### config.mk
export PLATFORM = sky130hd
export DESIGN_NAME = ttpl_isqrt
export DESIGN_NICKNAME = d
export VERILOG_FILES = /design/src/hdl/ttpl_pkg.sv /design/src/hdl/ttpl_isqrt.sv
export SDC_FILE = /design/constraint.sdc
export NUM_CORES = 2
export LEC_CHECK = 0
export BUFFER_PORTS_ARGS = -buffer_cell sky130_fd_sc_hd__buf_2
export CORE_ASPECT_RATIO = 1.4
export CORE_MARGIN = 4
export CORE_UTILIZATION = 55
export CTS_BUF_LIST = sky130_fd_sc_hd__clkbuf_4 sky130_fd_sc_hd__clkbuf_8
export CTS_CLUSTER_SIZE = 30
export DETAILED_ROUTE_END_ITERATION = 10
export MAX_ROUTING_LAYER = met4
export PLACE_DENSITY_LB_ADDON = 0.12
export SYNTH_ARGS = -nofsm -noshare
export SYNTH_HDL_FRONTEND = slang
export SYNTH_SLANG_ARGS = --single-unit
### constraint.sdc
create_clock -name clk -period 3.6 [get_ports clk]
set_clock_uncertainty 0.15 [all_clocks]
set_input_delay 0.36 -clock clk [delete_from_list [all_inputs] [get_ports clk]]
set_output_delay 0.36 -clock clk [all_outputs]
set_load 0.1 [all_outputs]
### src/hdl/ttpl_pkg.sv
// ----------------------------------------------------------------------------
// ttpl_pkg - shared types and constants
// Widths, stage counts and payload structs of the tube track path length block.
// ----------------------------------------------------------------------------
package ttpl_pkg;

	localparam int COORD_W      = 32;
	localparam int SLOPE_W      = 18;
	localparam int RADIUS_W     = 20;
	localparam logic [RADIUS_W-1:0] RADIUS_RESET = 20'd19857;

	// |N| fits 51 bits, a^2 + dz^2 (+ b^2) fits 36 bits
	localparam int AN_W         = 51;
	localparam int Q_W          = 36;

	// widths and stage counts of the arithmetic units
	localparam int DVD_W        = 60;
	localparam int DVS_W        = 36;
	localparam int RAD_W        = 60;
	localparam int ROOT_W       = RAD_W / 2;
	localparam int SQRT_STAGES  = ROOT_W;
	localparam int DIV_STAGES   = DVD_W;

	localparam int DIST_W       = 32;
	localparam int LEN_W        = 32;

	typedef struct packed {
		logic signed [COORD_W-1:0] point_x;
		logic signed [COORD_W-1:0] point_y;
		logic signed [COORD_W-1:0] point_z;
		logic signed [SLOPE_W-1:0] slope_dx;
		logic signed [SLOPE_W-1:0] slope_dy;
		logic signed [SLOPE_W-1:0] slope_dz;
		logic                      tube_axis;
		logic signed [COORD_W-1:0] tube_z;
		logic signed [COORD_W-1:0] tube_coord;
	} item_t;

	typedef struct packed {
		logic            err;
		logic [AN_W-1:0] an;
		logic [Q_W-1:0]  q;
		logic [Q_W-1:0]  q3;
	} front_t;

endpackage

### src/hdl/ttpl_isqrt.sv
// ----------------------------------------------------------------------------
// ttpl_isqrt - pipelined integer square root
// One result bit per stage, truncating root of a 60-bit radicand.
// ----------------------------------------------------------------------------
module ttpl_isqrt (
	input  logic                        clk,
	input  logic                        arst_n,
	input  logic                        en,
	input  logic                        in_vld,
	input  logic [ttpl_pkg::RAD_W-1:0]  in_rad,
	output logic                        out_vld,
	output logic [ttpl_pkg::ROOT_W-1:0] out_root
);
	import ttpl_pkg::*;

	localparam int REM_W = ROOT_W + 2;

	logic              vld_s  [SQRT_STAGES];
	logic [RAD_W-1:0]  rad_s  [SQRT_STAGES];
	logic [REM_W-1:0]  rem_s  [SQRT_STAGES];
	logic [ROOT_W-1:0] root_s [SQRT_STAGES];

	for (genvar k = 0; k < SQRT_STAGES; k++) begin : g_step
		logic              vld_in;
		logic [RAD_W-1:0]  rad_in;
		logic [REM_W-1:0]  rem_in;
		logic [ROOT_W-1:0] root_in;
		logic [REM_W+1:0]  acc;
		logic [REM_W+1:0]  trial;

		if (k == 0) begin : g_first
			assign vld_in  = in_vld;
			assign rad_in  = in_rad;
			assign rem_in  = '0;
			assign root_in = '0;
		end else begin : g_next
			assign vld_in  = vld_s[k-1];
			assign rad_in  = rad_s[k-1];
			assign rem_in  = rem_s[k-1];
			assign root_in = root_s[k-1];
		end

		// bring down two radicand bits and form the trial value
		always_comb begin
			acc   = {rem_in, rad_in[RAD_W-1 -: 2]};
			trial = {2'b00, root_in, 2'b01};
		end

		always_ff @(posedge clk or negedge arst_n) begin
			if (!arst_n) begin
				vld_s[k] <= 1'b0;
			end else if (en) begin
				vld_s[k] <= vld_in;
			end
		end

		// subtract when the trial fits, shift in the root bit
		always_ff @(posedge clk) begin
			if (en) begin
				rad_s[k] <= rad_in << 2;
				if (acc >= trial) begin
					rem_s[k]  <= REM_W'(acc - trial);
					root_s[k] <= {root_in[ROOT_W-2:0], 1'b1};
				end else begin
					rem_s[k]  <= REM_W'(acc);
					root_s[k] <= {root_in[ROOT_W-2:0], 1'b0};
				end
			end
		end
	end

	assign out_vld  = vld_s[SQRT_STAGES-1];
	assign out_root = root_s[SQRT_STAGES-1];

endmodule

After elaboration in Yosys (flattened, before gate mapping)
Memory sizes are Yosys's and may differ from the RTL's.
Cells that the tools add are included.
W data, S select, Z words.

cells by class
  magnitude comparators = 30
  bitwise operators = 60
  mux-type cells = 242
  $add $sub $neg = 30

operators with widths
  operator               count
  $ge A34 B32 Y1         29
  $mux W32               30
  $sub A32 B32 Y32       29
  $mux W30               30
  $mux W1                182
  $or A1 B1 Y1           60
  $sub A2 B1 Y3 const B  1
  $ge A2 B1 Y1 const B   1

word-level totals
  flip-flop bits (word level) = 30
  input port bits = 64
  output and inout port bits = 31
  memories kept = 3
  bits in writable memories = 3600

memories
  name    depth  width  read ports  clocked after memory_dff  wr ports  line              RTL
  rad_s   30     58     29          0                         30        ttpl_isqrt.sv:19  logic [RAD_W-1:0] rad_s [SQRT_STAGES];
  rem_s   30     32     29          0                         30        ttpl_isqrt.sv:20  logic [REM_W-1:0] rem_s [SQRT_STAGES];
  root_s  30     30     30          0                         30        ttpl_isqrt.sv:21  logic [ROOT_W-1:0] root_s [SQRT_STAGES];

Longest topological paths before layout
An unclocked memory read counts as a cell.

  depth after elaboration = 6
  depth in mapped cells = 15

Worst setup path after synthesis
OpenSTA, ideal clock, no wires.

  path kind = input to register
  start point = input en
  end point = memory rem_s[1][256] (netlist name) (enable)
  buffers on the path = 5
  data required time = 3.015 ns
  data arrival time = 2.959 ns
  library setup time = 0.435 ns
  setup slack = 0.056 ns
  stages = 5
  path through = clkbuf_1 > clkbuf_1 > clkbuf_1 > clkbuf_1 > clkbuf_1

RTL lines
  what         line              RTL
  from (decl)  ttpl_isqrt.sv:8   input logic en,
  to (decl)    ttpl_isqrt.sv:20

==> results.sh <==
export IMPL_worst_skew_pair_late_latency_ns=0.96
export IMPL_cellPowerDensity_mw_per_mm2=616
export IMPL_cell_internal_pwr_uw=51800
export IMPL_worst_hold_path_type="primary input to flip-flop"
export IMPL_crit_path_start_kind="flip-flop"
export IMPL_maxCapViolCount=0
export IMPL_power_share_clock_pct=29.2
export IMPL_grt_first_pass_wirelength_um=355000
export IMPL_cts_buffers=348
export IMPL_run_status="complete, no violations"
export IMPL_worst_setup_hold_path_clk_slew_ns=0.07
export IMPL_yosysUniqueCellTypes=91
export IMPL_final_min_period_over_clock_period_pct=96.6
export IMPL_ios=95
export IMPL_dr_total_vias=64400
export IMPL_irDropWorstVdd_v=0.000433
export IMPL_fin_setup_tns_ns=0
export IMPL_top_layer="met4"
export IMPL_max_clock_path_buffers=4
export IMPL_synth_net_count=8649
export IMPL_setup_violations_final=0
export IMPL_fraction_of_final_layout_cells_with_drive_strength_greater_than_1_pct=13.0
export IMPL_hpwlAfterDp_um=165000
export IMPL_pwr_share_comb_pct=22.1
export IMPL_initial_utilization_pct=55.5
export IMPL_num_fill_cells=14300
export IMPL_die_height_um=523
export IMPL_synth_main_ff_cell="sky130_fd_sc_hd__edfxtp_1"
export IMPL_switching_share_pct=29.2
export IMPL_floorplan_die_width_um=376
export IMPL_cts_num_sinks=2249
export IMPL_rsz_0062_raised_after_global_routing="true"
export IMPL_stdcell_count=11600
export IMPL_drt_pass1_iter_count=7
export IMPL_max_slew_margin_pct=19.8
export IMPL_route_layer_met1_wl_um=83900
export IMPL_finish_net_count=9397
export IMPL_hold_worst_slack_ns=0.100
export IMPL_yosys_register_bits=2249
export IMPL_async_reset_ff_share_pct=1.33
export IMPL_drt_first_iter_violations=4065
export IMPL_p_seq_share_pct=48.7
export IMPL_finalInstanceArea_mm2=0.119
export IMPL_dpl_cell_area_mm2=0.110
export IMPL_grt_antenna_before_repair=1
export IMPL_tightestPinTransition_ns=1.20
export IMPL_detail_route_wl_per_cell_um=19.5
export IMPL_grt_overflow=0
export IMPL_dr_wl_met3_um=8030
export IMPL_number_of_endpoints_with_negative_hold_slack_in_the_final_report=0
export IMPL_drv_slew=0
export IMPL_gp_routability_congestion=0.922
export IMPL_final_antenna_net_count=0
export IMPL_synthesis_instances=8087
export IMPL_fp_row_count=188
export IMPL_clock_tree_root_cell="sky130_fd_sc_hd__clkbuf_8"
export IMPL_endpoint_kind="flip-flop"
export IMPL_area_delta_synth_final_pct=13.7
export IMPL_route_detailed_vias_per_inst=5.57
export IMPL_detail_route_wirelength_um=226000
export IMPL_synth_warnings=0
export IMPL_crit_required_ns=4.05
export IMPL_post_route_min_period_ns=3.48
export IMPL_p_sw_uw=21400
export IMPL_track_usage_pct=23.6
export IMPL_number_of_placed_cells_counting_well_taps=10800
export IMPL_vias_in_the_first_global_route=65800
export IMPL_die_area_mm2=0.197
export IMPL_dr_wl_met2_um=124000
export IMPL_io_buffer_count=94
export IMPL_synth_area_mm2=0.104
export IMPL_static_leakage_power_uw=0.0460
export IMPL_core_area_mm2=0.188
export IMPL_clock_tree_from_tritoncts="built"
export IMPL_synth_edf_count=2218
export IMPL_cp_max_fo=6
export IMPL_syn_area_per_cell_um2=12.9
export IMPL_htree_num_levels=5
export IMPL_critical_path_class="flip-flop to flip-flop"
export IMPL_worstPathArrival_ns=3.93
export IMPL_drt_drc_violations_left=0
export IMPL_largest_net_degree_at_the_start_of_global_routing=207
export IMPL_synth_seq_area_share_pct=64.6
export IMPL_fmax_mhz=287
export IMPL_fin_util_pct=63.1
==> routing by layer <==
layer | vias up | track usage (%)
met5 | - | -
met1 | 31200 | 24.8
li1 | 31300 | -
met3 | 535 | 3.11
met2 | 1315 | 44.2
met4 | 0 | 10.1
==> cells by family (layout without fill, tap and decap cells) <==
group	count (synthesis)	after routing	synth area share, %
other cells	0	2	0
buf+inv	793	1804	2.87
mux	94	94	1.00
compound gates	1564	1565	9.21
fa+ha+maj	498	498	5.97
simple gates	2158	2158	10.2
xor+xnor	731	731	6.14
flops	2249	2249	64.6
==> registers in the layout (all words and copies together) (netlist names) <==
name	flops
rem_s	884
rad_s	870
root_s	465
g_step.vld_in	29
out_vld	1
==> final timing paths <==
check	startpoint	endpoint	slack (ns)	cells past startpoint
setup / recovery	rem_s[1][9]	rem_s[1][45]	0.12	10
hold / removal	in_rad[19]	rad_s[0][19]	0.1	2
setup reg to reg	rem_s[1][9]	rem_s[1][45]	0.12	10
hold reg to reg	rad_s[0][267]	rad_s[0][327]	0.25	0
max in group asynchronous	arst_n	g_step[4].vld_in	2.74	4
min in group asynchronous	arst_n	out_vld	0.39	4
==> Yosys cell counts, types with 10 or more instances <==
cell type	number	area [um^2]
sky130_fd_sc_hd__a2111oi_0	10	87.6
sky130_fd_sc_hd__a211oi_1	47	353
sky130_fd_sc_hd__a21boi_0	13	97.6
sky130_fd_sc_hd__a21o_1	177	1330
sky130_fd_sc_hd__a21oi_1	444	2220
sky130_fd_sc_hd__a31o_2	12	105
sky130_fd_sc_hd__a31oi_1	45	282
sky130_fd_sc_hd__and2_1	44	275
sky130_fd_sc_hd__and3_1	54	338
sky130_fd_sc_hd__buf_2	10	50.1
sky130_fd_sc_hd__clkbuf_1	144	541
sky130_fd_sc_hd__dfrtp_1	30	751
sky130_fd_sc_hd__edfxtp_1	2218	66600
sky130_fd_sc_hd__ha_1	498	6230
sky130_fd_sc_hd__inv_1	626	2350
sky130_fd_sc_hd__mux2_2	83	935
sky130_fd_sc_hd__mux2i_1	11	110
sky130_fd_sc_hd__nand2_1	619	2320
sky130_fd_sc_hd__nand2b_1	99	619
sky130_fd_sc_hd__nand3_1	129	646
sky130_fd_sc_hd__nand3b_1	21	158
sky130_fd_sc_hd__nand4_1	72	450
sky130_fd_sc_hd__nand4b_1	16	140
sky130_fd_sc_hd__nor2_1	465	1750
sky130_fd_sc_hd__nor2b_1	70	438
sky130_fd_sc_hd__nor3_1	209	1050
sky130_fd_sc_hd__nor3b_1	15	113
sky130_fd_sc_hd__nor4_1	114	713
sky130_fd_sc_hd__nor4b_1	23	201
sky130_fd_sc_hd__o211ai_1	31	233
sky130_fd_sc_hd__o21a_1	74	556
sky130_fd_sc_hd__o21ai_0	484	2420
sky130_fd_sc_hd__o21bai_1	55	413
sky130_fd_sc_hd__o31a_1	13	114
sky130_fd_sc_hd__o31ai_1	46	345
sky130_fd_sc_hd__o41ai_1	14	123
sky130_fd_sc_hd__or2_2	33	206
sky130_fd_sc_hd__or3_1	89	557
sky130_fd_sc_hd__or4_1	49	368
sky130_fd_sc_hd__xnor2_1	331	2900
sky130_fd_sc_hd__xor2_1	400	3500
==> final cells by class <==
| type | instances | area, um^2 | area share, % |
|---|---|---|---|
| sequential | 2249 | 67400 | 56.8 |
| tap | 2470 | 3090 | 2.61 |
| inverter | 629 | 2360 | 1.99 |
| clock inverter | 178 | 1430 | 1.20 |
| multi-input combinational | 5046 | 34300 | 28.9 |
| clock buffer | 436 | 5470 | 4.61 |
| timing repair buffer | 561 | 4540 | 3.83 |
| antenna | 2 | 5.00 | 0.00422 |
==> metrics by stage <==
stage                     worst slack, ns  power (uW)
after floorplan                    0.0562       46400
after global placement            -0.0579       51800
after detailed placement          -0.0736       52000
after CTS                         0.00577       73900
after global routing              -0.0698       77300
final                               0.121       73100
==> worst max-delay path: stages, from the launching register on <==
cell	delay (ns)
sky130_fd_sc_hd__edfxtp_1	0.44
sky130_fd_sc_hd__ha_1	0.41
sky130_fd_sc_hd__a21o_1	0.21
sky130_fd_sc_hd__a21o_1	0.19
sky130_fd_sc_hd__a31o_2	0.26
sky130_fd_sc_hd__nor4b_1	0.32
sky130_fd_sc_hd__a211oi_2	0.11
sky130_fd_sc_hd__a21oi_2	0.28
sky130_fd_sc_hd__o41a_1	0.37
sky130_fd_sc_hd__buf_2	0.23
sky130_fd_sc_hd__o21ai_0	0.18
==> power by group through the flow <==
stage / sequential (uW) / combinational [uW] / clock, uW
after floorplan: 35100 / 11200 / 0
after global placement: 36100 / 15700 / 0
after detailed placement: 36100 / 15900 / 0
after CTS: 35600 / 16100 / 22100
after global routing: 35900 / 18000 / 23400
final: 35600 / 16200 / 21300
==> repair_timing <==
action / 4_1_cts / 5_1_grt
hold buffers: 123 / 0
setup buffers: 0 / 4
hold endpoints to repair: 301 / 0
cloned: 0 / 3
gates resized for setup: 6 / 76
pin swaps: 0 / 6
setup endpoints to repair: 14 / 212
==> cell usage in the layout, fill, tap and decap left out, types with 20 or more instances in the layout <==
| cell | n |
|---|---|
| sky130_fd_sc_hd__edfxtp_1 | 2218 |
| sky130_fd_sc_hd__inv_1 | 626 |
| sky130_fd_sc_hd__nand2_1 | 619 |
| sky130_fd_sc_hd__ha_1 | 497 |
| sky130_fd_sc_hd__o21ai_0 | 476 |
| sky130_fd_sc_hd__nor2_1 | 461 |
| sky130_fd_sc_hd__a21oi_1 | 433 |
| sky130_fd_sc_hd__xor2_1 | 400 |
| sky130_fd_sc_hd__clkbuf_8 | 351 |
| sky130_fd_sc_hd__xnor2_1 | 330 |
| sky130_fd_sc_hd__buf_4 | 322 |
| sky130_fd_sc_hd__nor3_1 | 204 |
| sky130_fd_sc_hd__a21o_1 | 177 |
| sky130_fd_sc_hd__nand3_1 | 128 |
| sky130_fd_sc_hd__dlygate4sd3_1 | 122 |
| sky130_fd_sc_hd__nor4_1 | 103 |
| sky130_fd_sc_hd__nand2b_1 | 98 |
| sky130_fd_sc_hd__buf_2 | 94 |
| sky130_fd_sc_hd__or3_1 | 88 |
| sky130_fd_sc_hd__clkinv_1 | 85 |
| sky130_fd_sc_hd__clkbuf_4 | 85 |
| sky130_fd_sc_hd__mux2_2 | 83 |
| sky130_fd_sc_hd__o21a_1 | 74 |
| sky130_fd_sc_hd__nand4_1 | 72 |
| sky130_fd_sc_hd__nor2b_1 | 70 |
| sky130_fd_sc_hd__o21bai_1 | 54 |
| sky130_fd_sc_hd__and3_1 | 53 |
| sky130_fd_sc_hd__clkinv_2 | 50 |
| sky130_fd_sc_hd__or4_1 | 48 |
| sky130_fd_sc_hd__o31ai_1 | 46 |
| sky130_fd_sc_hd__a31oi_1 | 44 |
| sky130_fd_sc_hd__and2_1 | 43 |
| sky130_fd_sc_hd__a211oi_1 | 40 |
| sky130_fd_sc_hd__or2_2 | 33 |
| sky130_fd_sc_hd__o211ai_1 | 31 |
| sky130_fd_sc_hd__dfrtp_1 | 30 |
| sky130_fd_sc_hd__nor4b_1 | 21 |
| sky130_fd_sc_hd__nand3b_1 | 21 |
| sky130_fd_sc_hd__bufinv_16 | 20 |
| sky130_fd_sc_hd__buf_12 | 20 |
(Power assumes the default switching activity.)
